## src/pmcp_pkg.sv

```systemverilog
// shared types, constants and functions for the power module can poller
package pmcp_pkg;

    localparam int S_TDATA_W   = 64;
    localparam int M_TDATA_W   = 104;
    localparam int QUEUE_DEPTH = 2;
    localparam int CFG_INDEX_W = 3;
    localparam int CFG_DATA_W  = 16;

    localparam logic [CFG_INDEX_W-1:0] CFG_COMMAND_WORD     = 3'd0;
    localparam logic [CFG_INDEX_W-1:0] CFG_POWER_SETPOINT   = 3'd1;
    localparam logic [CFG_INDEX_W-1:0] CFG_VOLTAGE_SETPOINT = 3'd2;
    localparam logic [CFG_INDEX_W-1:0] CFG_CURRENT_SETPOINT = 3'd3;
    localparam logic [CFG_INDEX_W-1:0] CFG_WAIT_LIMIT       = 3'd4;
    localparam logic [CFG_INDEX_W-1:0] CFG_READY_LOW_LEVEL  = 3'd5;
    localparam logic [CFG_INDEX_W-1:0] CFG_READY_HIGH_LEVEL = 3'd6;

    localparam logic [7:0]  WAIT_LIMIT_RESET = 8'd100;
    localparam logic [15:0] READY_LOW_RESET  = 16'd1500;
    localparam logic [15:0] READY_HIGH_RESET = 16'd1800;

    localparam logic [10:0] ID_CTRL_BASE = 11'h600;
    localparam logic [10:0] ID_STAT_BASE = 11'h610;
    localparam logic [10:0] ID_VOLT_OUT  = 11'h612;
    localparam logic [3:0]  GROUP_NONE       = 4'd0;
    localparam logic [3:0]  GROUP_CTRL_FIRST = 4'd1;
    localparam logic [3:0]  GROUP_STAT_FIRST = 4'd5;

    localparam logic [3:0]  FIRST_WRITE = 4'd8;
    localparam logic [3:0]  LAST_ACCESS = 4'd11;
    localparam logic [2:0]  SEND_LEN_NONE  = 3'd0;
    localparam logic [2:0]  SEND_LEN_WRITE = 3'd4;
    localparam logic [15:0] WRITE_TAIL     = 16'h0001;
    localparam logic [7:0]  WAIT_COUNT_MAX = 8'd255;

    typedef enum logic {
        PHASE_SEND,
        PHASE_WAIT
    } phase_t;

    typedef struct packed {
        logic        is_frame;
        logic [10:0] frame_id;
        logic        is_data;
        logic        is_volt;
        logic [3:0]  group;
        logic [15:0] word_first;
        logic [15:0] word_second;
        logic [15:0] word_third;
    } item_t;

    typedef struct packed {
        logic [15:0] command_word;
        logic [15:0] power_setpoint;
        logic [15:0] voltage_setpoint;
        logic [15:0] current_setpoint;
        logic [7:0]  wait_limit;
        logic [15:0] ready_low_level;
        logic [15:0] ready_high_level;
    } cfg_t;

    typedef struct packed {
        logic        send_valid;
        logic [10:0] send_id;
        logic        send_remote;
        logic [2:0]  send_length;
        logic [31:0] send_payload;
        logic [3:0]  received_group;
        logic [15:0] word_first;
        logic [15:0] word_second;
        logic [15:0] word_third;
        logic        capacitor_ready;
    } result_t;

    function automatic logic [10:0] access_id(input logic [3:0] idx);
        logic [10:0] id;
        case (idx)
            4'd0:    id = 11'h600;
            4'd1:    id = 11'h601;
            4'd2:    id = 11'h602;
            4'd3:    id = 11'h603;
            4'd4:    id = 11'h610;
            4'd5:    id = 11'h611;
            4'd6:    id = 11'h612;
            4'd7:    id = 11'h613;
            4'd8:    id = 11'h600;
            4'd9:    id = 11'h601;
            4'd10:   id = 11'h602;
            4'd11:   id = 11'h603;
            default: id = 11'h600;
        endcase
        return id;
    endfunction

endpackage

```

## src/pmcp_front.sv

```systemverilog
// front end: unpacks and classifies incoming ticks and frames
module pmcp_front
    import pmcp_pkg::*;
(
    input  logic                 s_tvalid,
    input  logic [S_TDATA_W-1:0] s_tdata,
    input  logic                 s_tuser,
    output logic                 push_valid,
    output item_t                push_item
);

    logic [10:0] id;
    logic        remote;
    logic [47:0] payload;
    logic [3:0]  group;

    assign id      = s_tdata[10:0];
    assign remote  = s_tdata[11];
    assign payload = s_tdata[59:12];

    always_comb begin
        if (id[10:2] == ID_CTRL_BASE[10:2]) begin
            group = GROUP_CTRL_FIRST + {2'b00, id[1:0]};
        end else if (id[10:2] == ID_STAT_BASE[10:2]) begin
            group = GROUP_STAT_FIRST + {2'b00, id[1:0]};
        end else begin
            group = GROUP_NONE;
        end
    end

    always_comb begin
        push_item.is_frame    = s_tuser;
        push_item.frame_id    = id;
        push_item.is_data     = s_tuser && !remote && (group != GROUP_NONE);
        push_item.is_volt     = s_tuser && !remote && (id == ID_VOLT_OUT);
        push_item.group       = push_item.is_data ? group : GROUP_NONE;
        push_item.word_first  = payload[47:32];
        push_item.word_second = payload[31:16];
        push_item.word_third  = payload[15:0];
    end

    assign push_valid = s_tvalid;

endmodule

```

## src/pmcp_queue.sv

```systemverilog
// short fifo between the front end and the sequencer
module pmcp_queue
    import pmcp_pkg::*;
#(
    parameter int DEPTH = QUEUE_DEPTH
) (
    input  logic  aclk,
    input  logic  aresetn,
    input  logic  push_valid,
    output logic  push_ready,
    input  item_t push_item,
    output logic  pop_valid,
    input  logic  pop_ready,
    output item_t pop_item
);

    localparam int PTR_W = $clog2(DEPTH);
    localparam int CNT_W = $clog2(DEPTH + 1);
    localparam logic [CNT_W-1:0] FULL_COUNT = CNT_W'(DEPTH);
    localparam logic [PTR_W-1:0] LAST_PTR   = PTR_W'(DEPTH - 1);

    item_t            mem_reg [DEPTH];
    logic [PTR_W-1:0] wr_ptr_reg, wr_ptr_next;
    logic [PTR_W-1:0] rd_ptr_reg, rd_ptr_next;
    logic [CNT_W-1:0] count_reg, count_next;
    logic             do_push, do_pop;

    assign push_ready = (count_reg != FULL_COUNT);
    assign pop_valid  = (count_reg != '0);
    assign pop_item   = mem_reg[rd_ptr_reg];
    assign do_push    = push_valid && push_ready;
    assign do_pop     = pop_valid && pop_ready;

    always_comb begin
        wr_ptr_next = wr_ptr_reg;
        rd_ptr_next = rd_ptr_reg;
        count_next  = count_reg;
        if (do_push) begin
            wr_ptr_next = (wr_ptr_reg == LAST_PTR) ? '0 : wr_ptr_reg + 1'b1;
        end
        if (do_pop) begin
            rd_ptr_next = (rd_ptr_reg == LAST_PTR) ? '0 : rd_ptr_reg + 1'b1;
        end
        if (do_push && !do_pop) begin
            count_next = count_reg + 1'b1;
        end else if (do_pop && !do_push) begin
            count_next = count_reg - 1'b1;
        end
    end

    always_ff @(posedge aclk) begin
        if (!aresetn) begin
            wr_ptr_reg <= '0;
            rd_ptr_reg <= '0;
            count_reg  <= '0;
        end else begin
            wr_ptr_reg <= wr_ptr_next;
            rd_ptr_reg <= rd_ptr_next;
            count_reg  <= count_next;
        end
    end

    always_ff @(posedge aclk) begin
        if (do_push) begin
            mem_reg[wr_ptr_reg] <= push_item;
        end
    end

endmodule

```

## src/pmcp_back.sv

```systemverilog
// back end: send/wait sequencer, ready flag and output register
module pmcp_back
    import pmcp_pkg::*;
(
    input  logic    aclk,
    input  logic    aresetn,
    input  cfg_t    cfg,
    input  logic    pop_valid,
    output logic    pop_ready,
    input  item_t   pop_item,
    output logic    m_tvalid,
    input  logic    m_tready,
    output result_t m_result
);

    phase_t      phase_reg, phase_next;
    logic [3:0]  access_index_reg, access_index_next;
    logic [7:0]  wait_count_reg, wait_count_next;
    logic [10:0] pending_id_reg, pending_id_next;
    logic        response_seen_reg, response_seen_next;
    logic        ready_flag_reg, ready_flag_next;
    logic        out_valid_reg;
    result_t     out_reg, out_next;
    logic        step;
    logic        is_tick;
    logic [15:0] setting;
    logic [7:0]  wait_count_upd;

    assign pop_ready = !out_valid_reg || m_tready;
    assign step      = pop_valid && pop_ready;
    assign is_tick   = !pop_item.is_frame;
    assign m_tvalid  = out_valid_reg;
    assign m_result  = out_reg;

    always_comb begin
        case (access_index_reg)
            4'd8:    setting = cfg.command_word;
            4'd9:    setting = cfg.power_setpoint;
            4'd10:   setting = cfg.voltage_setpoint;
            default: setting = cfg.current_setpoint;
        endcase
    end

    always_comb begin
        if (response_seen_reg || wait_count_reg == WAIT_COUNT_MAX) begin
            wait_count_upd = wait_count_reg;
        end else begin
            wait_count_upd = wait_count_reg + 8'd1;
        end
    end

    // phase sequencing
    always_comb begin
        phase_next = phase_reg;
        if (step && is_tick) begin
            case (phase_reg)
                PHASE_SEND: phase_next = PHASE_WAIT;
                PHASE_WAIT: begin
                    if (response_seen_reg || wait_count_upd > cfg.wait_limit) begin
                        phase_next = PHASE_SEND;
                    end
                end
                default: phase_next = PHASE_SEND;
            endcase
        end
    end

    // datapath and result
    always_comb begin
        access_index_next  = access_index_reg;
        wait_count_next    = wait_count_reg;
        pending_id_next    = pending_id_reg;
        response_seen_next = response_seen_reg;
        ready_flag_next    = ready_flag_reg;
        out_next           = '0;
        if (is_tick) begin
            if (phase_reg == PHASE_SEND) begin
                wait_count_next     = '0;
                pending_id_next     = access_id(access_index_reg);
                out_next.send_valid = 1'b1;
                out_next.send_id    = access_id(access_index_reg);
                if (access_index_reg >= FIRST_WRITE && access_index_reg <= LAST_ACCESS) begin
                    out_next.send_length  = SEND_LEN_WRITE;
                    out_next.send_payload = {setting, WRITE_TAIL};
                end else begin
                    out_next.send_remote = 1'b1;
                    out_next.send_length = SEND_LEN_NONE;
                end
            end else begin
                wait_count_next = wait_count_upd;
                if (response_seen_reg) begin
                    response_seen_next = 1'b0;
                    access_index_next  = (access_index_reg == LAST_ACCESS) ?
                                         4'd0 : access_index_reg + 4'd1;
                end
            end
        end else begin
            response_seen_next = (pop_item.frame_id == pending_id_reg);
            if (pop_item.is_data) begin
                out_next.received_group = pop_item.group;
                out_next.word_first     = pop_item.word_first;
                out_next.word_second    = pop_item.word_second;
                out_next.word_third     = pop_item.word_third;
            end
            if (pop_item.is_volt) begin
                if (pop_item.word_second < cfg.ready_low_level) begin
                    ready_flag_next = 1'b0;
                end else if (pop_item.word_second > cfg.ready_high_level) begin
                    ready_flag_next = 1'b1;
                end
            end
        end
        out_next.capacitor_ready = ready_flag_next;
    end

    always_ff @(posedge aclk) begin
        if (!aresetn) begin
            phase_reg         <= PHASE_SEND;
            access_index_reg  <= '0;
            wait_count_reg    <= '0;
            pending_id_reg    <= '0;
            response_seen_reg <= 1'b0;
            ready_flag_reg    <= 1'b0;
            out_valid_reg     <= 1'b0;
        end else begin
            if (step) begin
                phase_reg         <= phase_next;
                access_index_reg  <= access_index_next;
                wait_count_reg    <= wait_count_next;
                pending_id_reg    <= pending_id_next;
                response_seen_reg <= response_seen_next;
                ready_flag_reg    <= ready_flag_next;
                out_valid_reg     <= 1'b1;
            end else if (m_tready) begin
                out_valid_reg <= 1'b0;
            end
        end
    end

    always_ff @(posedge aclk) begin
        if (step) begin
            out_reg <= out_next;
        end
    end

endmodule

```

## src/power_module_can_poller.sv

```systemverilog
// top level of the power module can poller: config registers and stream ports
//
// Polling master for a supercapacitor power module. Each input transaction is a
// poll tick (tuser 1'b0) or a received frame (tuser 1'b1) and yields exactly one
// result transaction. A tick in the send phase emits the next of twelve accesses
// (eight remote reads, then four writes carrying the setting registers); a tick
// in the wait phase advances on a matched response or resends on timeout. Data
// frames from the module are returned as a group and three big-endian words, and
// the voltage-out frame drives the hysteresis capacitor_ready flag. The block
// takes one transaction per clock while m_tready stays high: classification is
// combinational into a two-entry queue, the sequencer retires one queue entry
// per cycle into the output register unless the output stalls, so a result is
// registered first in the queue and then in the output register, where m_tvalid
// presents it until m_tready takes it. Configuration writes are always accepted
// and should only be issued while the block is idle.
module power_module_can_poller
    import pmcp_pkg::*;
#(
    parameter int QDEPTH = QUEUE_DEPTH
) (
    input  logic                   aclk,
    input  logic                   aresetn,
    // frame_id[10:0], frame_remote[11], frame_payload[59:12], zero fill
    input  logic [S_TDATA_W-1:0]   s_tdata,
    // command[0]
    input  logic                   s_tuser,
    input  logic                   s_tvalid,
    output logic                   s_tready,
    // send_valid[0], send_id[11:1], send_remote[12], send_length[15:13],
    // send_payload[47:16], received_group[51:48], word_first[67:52],
    // word_second[83:68], word_third[99:84], capacitor_ready[100], zero fill
    output logic [M_TDATA_W-1:0]   m_tdata,
    output logic                   m_tvalid,
    input  logic                   m_tready,
    input  logic                   cfg_valid,
    output logic                   cfg_ready,
    input  logic [CFG_INDEX_W-1:0] cfg_index,
    input  logic [CFG_DATA_W-1:0]  cfg_data
);

    cfg_t    cfg_reg;
    logic    push_valid;
    item_t   push_item;
    logic    pop_valid, pop_ready;
    item_t   pop_item;
    result_t result;

    assign cfg_ready = 1'b1;

    always_ff @(posedge aclk) begin
        if (!aresetn) begin
            cfg_reg.command_word     <= '0;
            cfg_reg.power_setpoint   <= '0;
            cfg_reg.voltage_setpoint <= '0;
            cfg_reg.current_setpoint <= '0;
            cfg_reg.wait_limit       <= WAIT_LIMIT_RESET;
            cfg_reg.ready_low_level  <= READY_LOW_RESET;
            cfg_reg.ready_high_level <= READY_HIGH_RESET;
        end else if (cfg_valid && cfg_ready) begin
            case (cfg_index)
                CFG_COMMAND_WORD:     cfg_reg.command_word     <= cfg_data;
                CFG_POWER_SETPOINT:   cfg_reg.power_setpoint   <= cfg_data;
                CFG_VOLTAGE_SETPOINT: cfg_reg.voltage_setpoint <= cfg_data;
                CFG_CURRENT_SETPOINT: cfg_reg.current_setpoint <= cfg_data;
                CFG_WAIT_LIMIT:       cfg_reg.wait_limit       <= cfg_data[7:0];
                CFG_READY_LOW_LEVEL:  cfg_reg.ready_low_level  <= cfg_data;
                CFG_READY_HIGH_LEVEL: cfg_reg.ready_high_level <= cfg_data;
                default: ;
            endcase
        end
    end

    pmcp_front u_front (
        .s_tvalid   (s_tvalid),
        .s_tdata    (s_tdata),
        .s_tuser    (s_tuser),
        .push_valid (push_valid),
        .push_item  (push_item)
    );

    pmcp_queue #(
        .DEPTH (QDEPTH)
    ) u_queue (
        .aclk       (aclk),
        .aresetn    (aresetn),
        .push_valid (push_valid),
        .push_ready (s_tready),
        .push_item  (push_item),
        .pop_valid  (pop_valid),
        .pop_ready  (pop_ready),
        .pop_item   (pop_item)
    );

    pmcp_back u_back (
        .aclk      (aclk),
        .aresetn   (aresetn),
        .cfg       (cfg_reg),
        .pop_valid (pop_valid),
        .pop_ready (pop_ready),
        .pop_item  (pop_item),
        .m_tvalid  (m_tvalid),
        .m_tready  (m_tready),
        .m_result  (result)
    );

    assign m_tdata = {3'b000,
                      result.capacitor_ready,
                      result.word_third,
                      result.word_second,
                      result.word_first,
                      result.received_group,
                      result.send_payload,
                      result.send_length,
                      result.send_remote,
                      result.send_id,
                      result.send_valid};

endmodule
```

## config.mk

```make
export PLATFORM = sky130hd
export DESIGN_NAME = power_module_can_poller
export DESIGN_NICKNAME = d
export VERILOG_FILES = /design/src/pmcp_pkg.sv /design/src/pmcp_front.sv /design/src/pmcp_queue.sv /design/src/pmcp_back.sv /design/src/power_module_can_poller.sv
export SDC_FILE = /design/constraint.sdc
export NUM_CORES = 1
export LEC_CHECK = 0
export ABC_CLOCK_PERIOD_IN_PS = 4270
export BUFFER_PORTS_ARGS = -buffer_cell sky130_fd_sc_hd__buf_2
export CAP_MARGIN = 40
export CORE_AREA = 3 3 240 242
export DETAILED_ROUTE_END_ITERATION = 8
export DIE_AREA = 0 0 243 245
export GPL_TIMING_DRIVEN = 0
export PLACE_DENSITY = 0.43
export SLEW_MARGIN = 5
export SYNTH_ARGS = -nofsm -noshare
export SYNTH_HDL_FRONTEND = slang
export SYNTH_SLANG_ARGS = --single-unit
```

## constraint.sdc

```tcl
create_clock -name aclk -period 4.27 [get_ports aclk]
set_input_delay 0.427 -clock aclk [delete_from_list [all_inputs] [get_ports aclk]]
set_output_delay 0.427 -clock aclk [all_outputs]
set_load 0.005 [all_outputs]
```

==> metrics.yaml <==
overflow: 0
yosysWarnings: 0
clock-sinks: 340
power.share.switching_pct: 28.7
setup-violations-final: 0
clk_pin_slew_ns: 0.06
tightest_slew_ns: 0.854
post-dp-hpwl_mm: 26.7
path_depth: 14
insertion_delay_ns: 0.56
cp.required_ns: 4.53
ys.flop_type: "edfxtp_1"
ir_drop_v: 0.000313
cp-end-kind: "register"
cts-hold-fix-buffers: 0
fp.dieH_um: 245
layout-drive-gt1-share_pct: 18.3
power.combinational.fraction_pct: 19.8
yosys.area.top_type: "edfxtp_1"
viasPerCell: 4.28
gp_congestion: 0.759
critPathMostFrequentCell: "buf_6"
die_w_um: 243
r2r_cells: 14
initial_core_util_pct: 25.1
grt_util_all_layers_pct: 12.5
syn-cell-area_mm2: 0.0139
postCtsResizedCells: 0
synth_edf_count: 208
path_cells: "buf_6 -> clkbuf_1 -> buf_6 -> clkbuf_1 -> buf_6 -> mux2i_1 -> inv_1 -> ha_1 -> a21oi_1 -> nand2_1 -> a211oi_1 -> o311ai_0 -> a2111oi_0 -> nor2_1"
cts_max_level: 2
min_period_ns: 3.85
ys_async_sr_fraction_pct: 0
cts_tree: "built"
arrival_ns: 4.12
grt_pass1_wl_mm: 57.9
drt-pass1-iter-count: 7
cts_buffers: 42
ant_nets: 0
hp-class: "in2reg"
rows: 86
wl_per_cell_um: 16.6
slowest_delay_ns: 0.59
path_buf_inv: 6
grt_max_degree: 56
root_buffer: "clkbuf_16"
drv_slew: 0
finalWirelength_mm: 37.4
clockBufferDepth: 3
post-route-period-util_pct: 90.3
die_area_mm2: 0.0595
p_leak_nw: 6.38
ys_seq_area_share_pct: 63.9
path_delay_family: "compound AO/OA/AOI/OAI gates"
nNetsFinal: 1610
cap_violations: 0
max_slew_margin_pct: 42.6
criticalPathCategory: "reg2reg"
cp-start-kind: "register"
p_int_w: 0.00691
clkPwrFrac_pct: 34.8
p_seq_share_pct: 45.4
synth-seq-cells: 340
ys_types: 55
remaining_drc_errors: 0
synth_area_leaders: "edfxtp_1 (45%), dfxtp_1 (19%), nand2_1 (6.4%), a21oi_1 (4.9%), ha_1 (4.2%)"
yosysTopAreaCellShare_pct: 44.9
largest_reg_flops: 132
finalPower_w: 0.00969
drt_iter0_markers: 685
worstHoldPathCells: 1
fmax_mhz: 259
syn_avg_cell_area_um2: 11.3
finClkSkew_ns: 0.0174
p_per_area_mw_per_mm2: 563
finalSetupTns_ns: 0
rsz0062_at_grt: "false"
p_sw_w: 0.00278
syn_inst: 1233
area_delta_synth_final_pct: 23.9
num_vias: 9649
cpMaxStageDelayCell: "a2111oi_0"
io_pins: 196
antenna_found_initial: 7
status: "finished, final reports clean"
worstPathMaxFanout: 9
port_buffers: 164
cts_setup_buffers: 0
hold_violations: 0
grt_pass1_vias: 9846
core_mm2: 0.0553
-- cell type report --
| cell class | instances | area (um2) |
|---|---|---|
| Buffer | 81 | 422 |
| Sequential cell | 340 | 8890 |
| Timing Repair Buffer | 172 | 957 |
| Clock inverter | 21 | 163 |
| Fill cell | 5728 | 38100 |
| Tap cell | 748 | 936 |
| Multi-Input combinational cell | 774 | 4460 |
| Antenna cell | 2 | 5.00 |
| Clock buffer | 54 | 1150 |
| Inverter | 63 | 239 |
-- layout by cell type (no fill, tap or decap), types with 13 or more instances in the layout --
cell / n
mux2i_1: 57
ha_1: 47
a21oi_1: 136
nand3_1: 17
buf_4: 30
dfxtp_1: 132
conb_1: 27
buf_2: 165
inv_1: 61
nand2_1: 236
nor2_1: 95
edfxtp_1: 208
nor3_1: 13
o21ai_0: 13
o211ai_1: 15
clkbuf_16: 43
a222oi_1: 16
clkbuf_1: 54
-- stage by stage --
step                      cells  hold WS [ns]  worst slack [ns]  area [um2]  util (%)
after floorplan            1258         0.436             0.362       14000         -
after global placement     2170         0.441             -2.04       15800      28.5
after detailed placement   2178         0.447             0.292       15900      28.8
after CTS                  2253       0.00907             0.274       17200      31.1
after global routing       2253        0.0168            0.0231       17200      31.1
final                      2255        0.0541             0.415       17200      31.1
-- power by group through the flow --
stage	clock network, W	logic (W)	registers [W]
2_1_floorplan	0	0.000943	0.00452
3_3_place_gp	0	0.00189	0.00454
3_5_place_dp	0	0.00200	0.00447
4_1_cts	0.00350	0.00200	0.00442
5_1_grt	0.00364	0.00217	0.00446
6_report	0.00338	0.00192	0.00440
-- cells by family after synthesis --
family / count (synthesis) / synth area share (%)
AOI/OAI and AO/OA: 208 / 8.96
xor gates and xnor gates: 13 / 0.819
adders and majority gates: 47 / 4.23
buffers and inverters: 144 / 4.73
DFF: 340 / 63.9
muxes: 61 / 4.46
other: 2 / 0.0540
and+or+nand+nor: 418 / 12.8
-- cells in the mapped netlist, types with 6 or more instances --
| cell type | n |
|---|---|
| buf_4 | 29 |
| dfxtp_1 | 132 |
| xnor2_1 | 7 |
| mux2i_1 | 57 |
| xor2_1 | 6 |
| and3_1 | 10 |
| nand2_1 | 236 |
| nor3_1 | 13 |
| nor2_1 | 96 |
| edfxtp_1 | 208 |
| nor2b_1 | 10 |
| inv_1 | 62 |
| o21ai_0 | 13 |
| a222oi_1 | 16 |
| o211ai_1 | 15 |
| ha_1 | 47 |
| clkbuf_1 | 46 |
| a21oi_1 | 136 |
| nand3_1 | 17 |
| nand4_1 | 7 |
-- final timing paths --
path	to	from	slack, ns
worst min-delay path	u_queue.mem_reg[1][2]	s_tdata[14]	0.05
worst max-delay path	u_back.m_result[0]	register	0.42
worst max register to register	u_back.m_result[0]	register	0.42
worst min register to register	cfg_reg[47]	cfg_reg[47]	0.45
-- layer usage --
layer,track usage [%],vias to the layer above,share of wire [%]
met5,0,-,0.11
met3,4.47,54,7.2
li1,-,4790,-
met4,3.09,6,1.8
met1,15.7,4599,46
met2,20.4,200,45
Power figures use the tool's default switching activity.
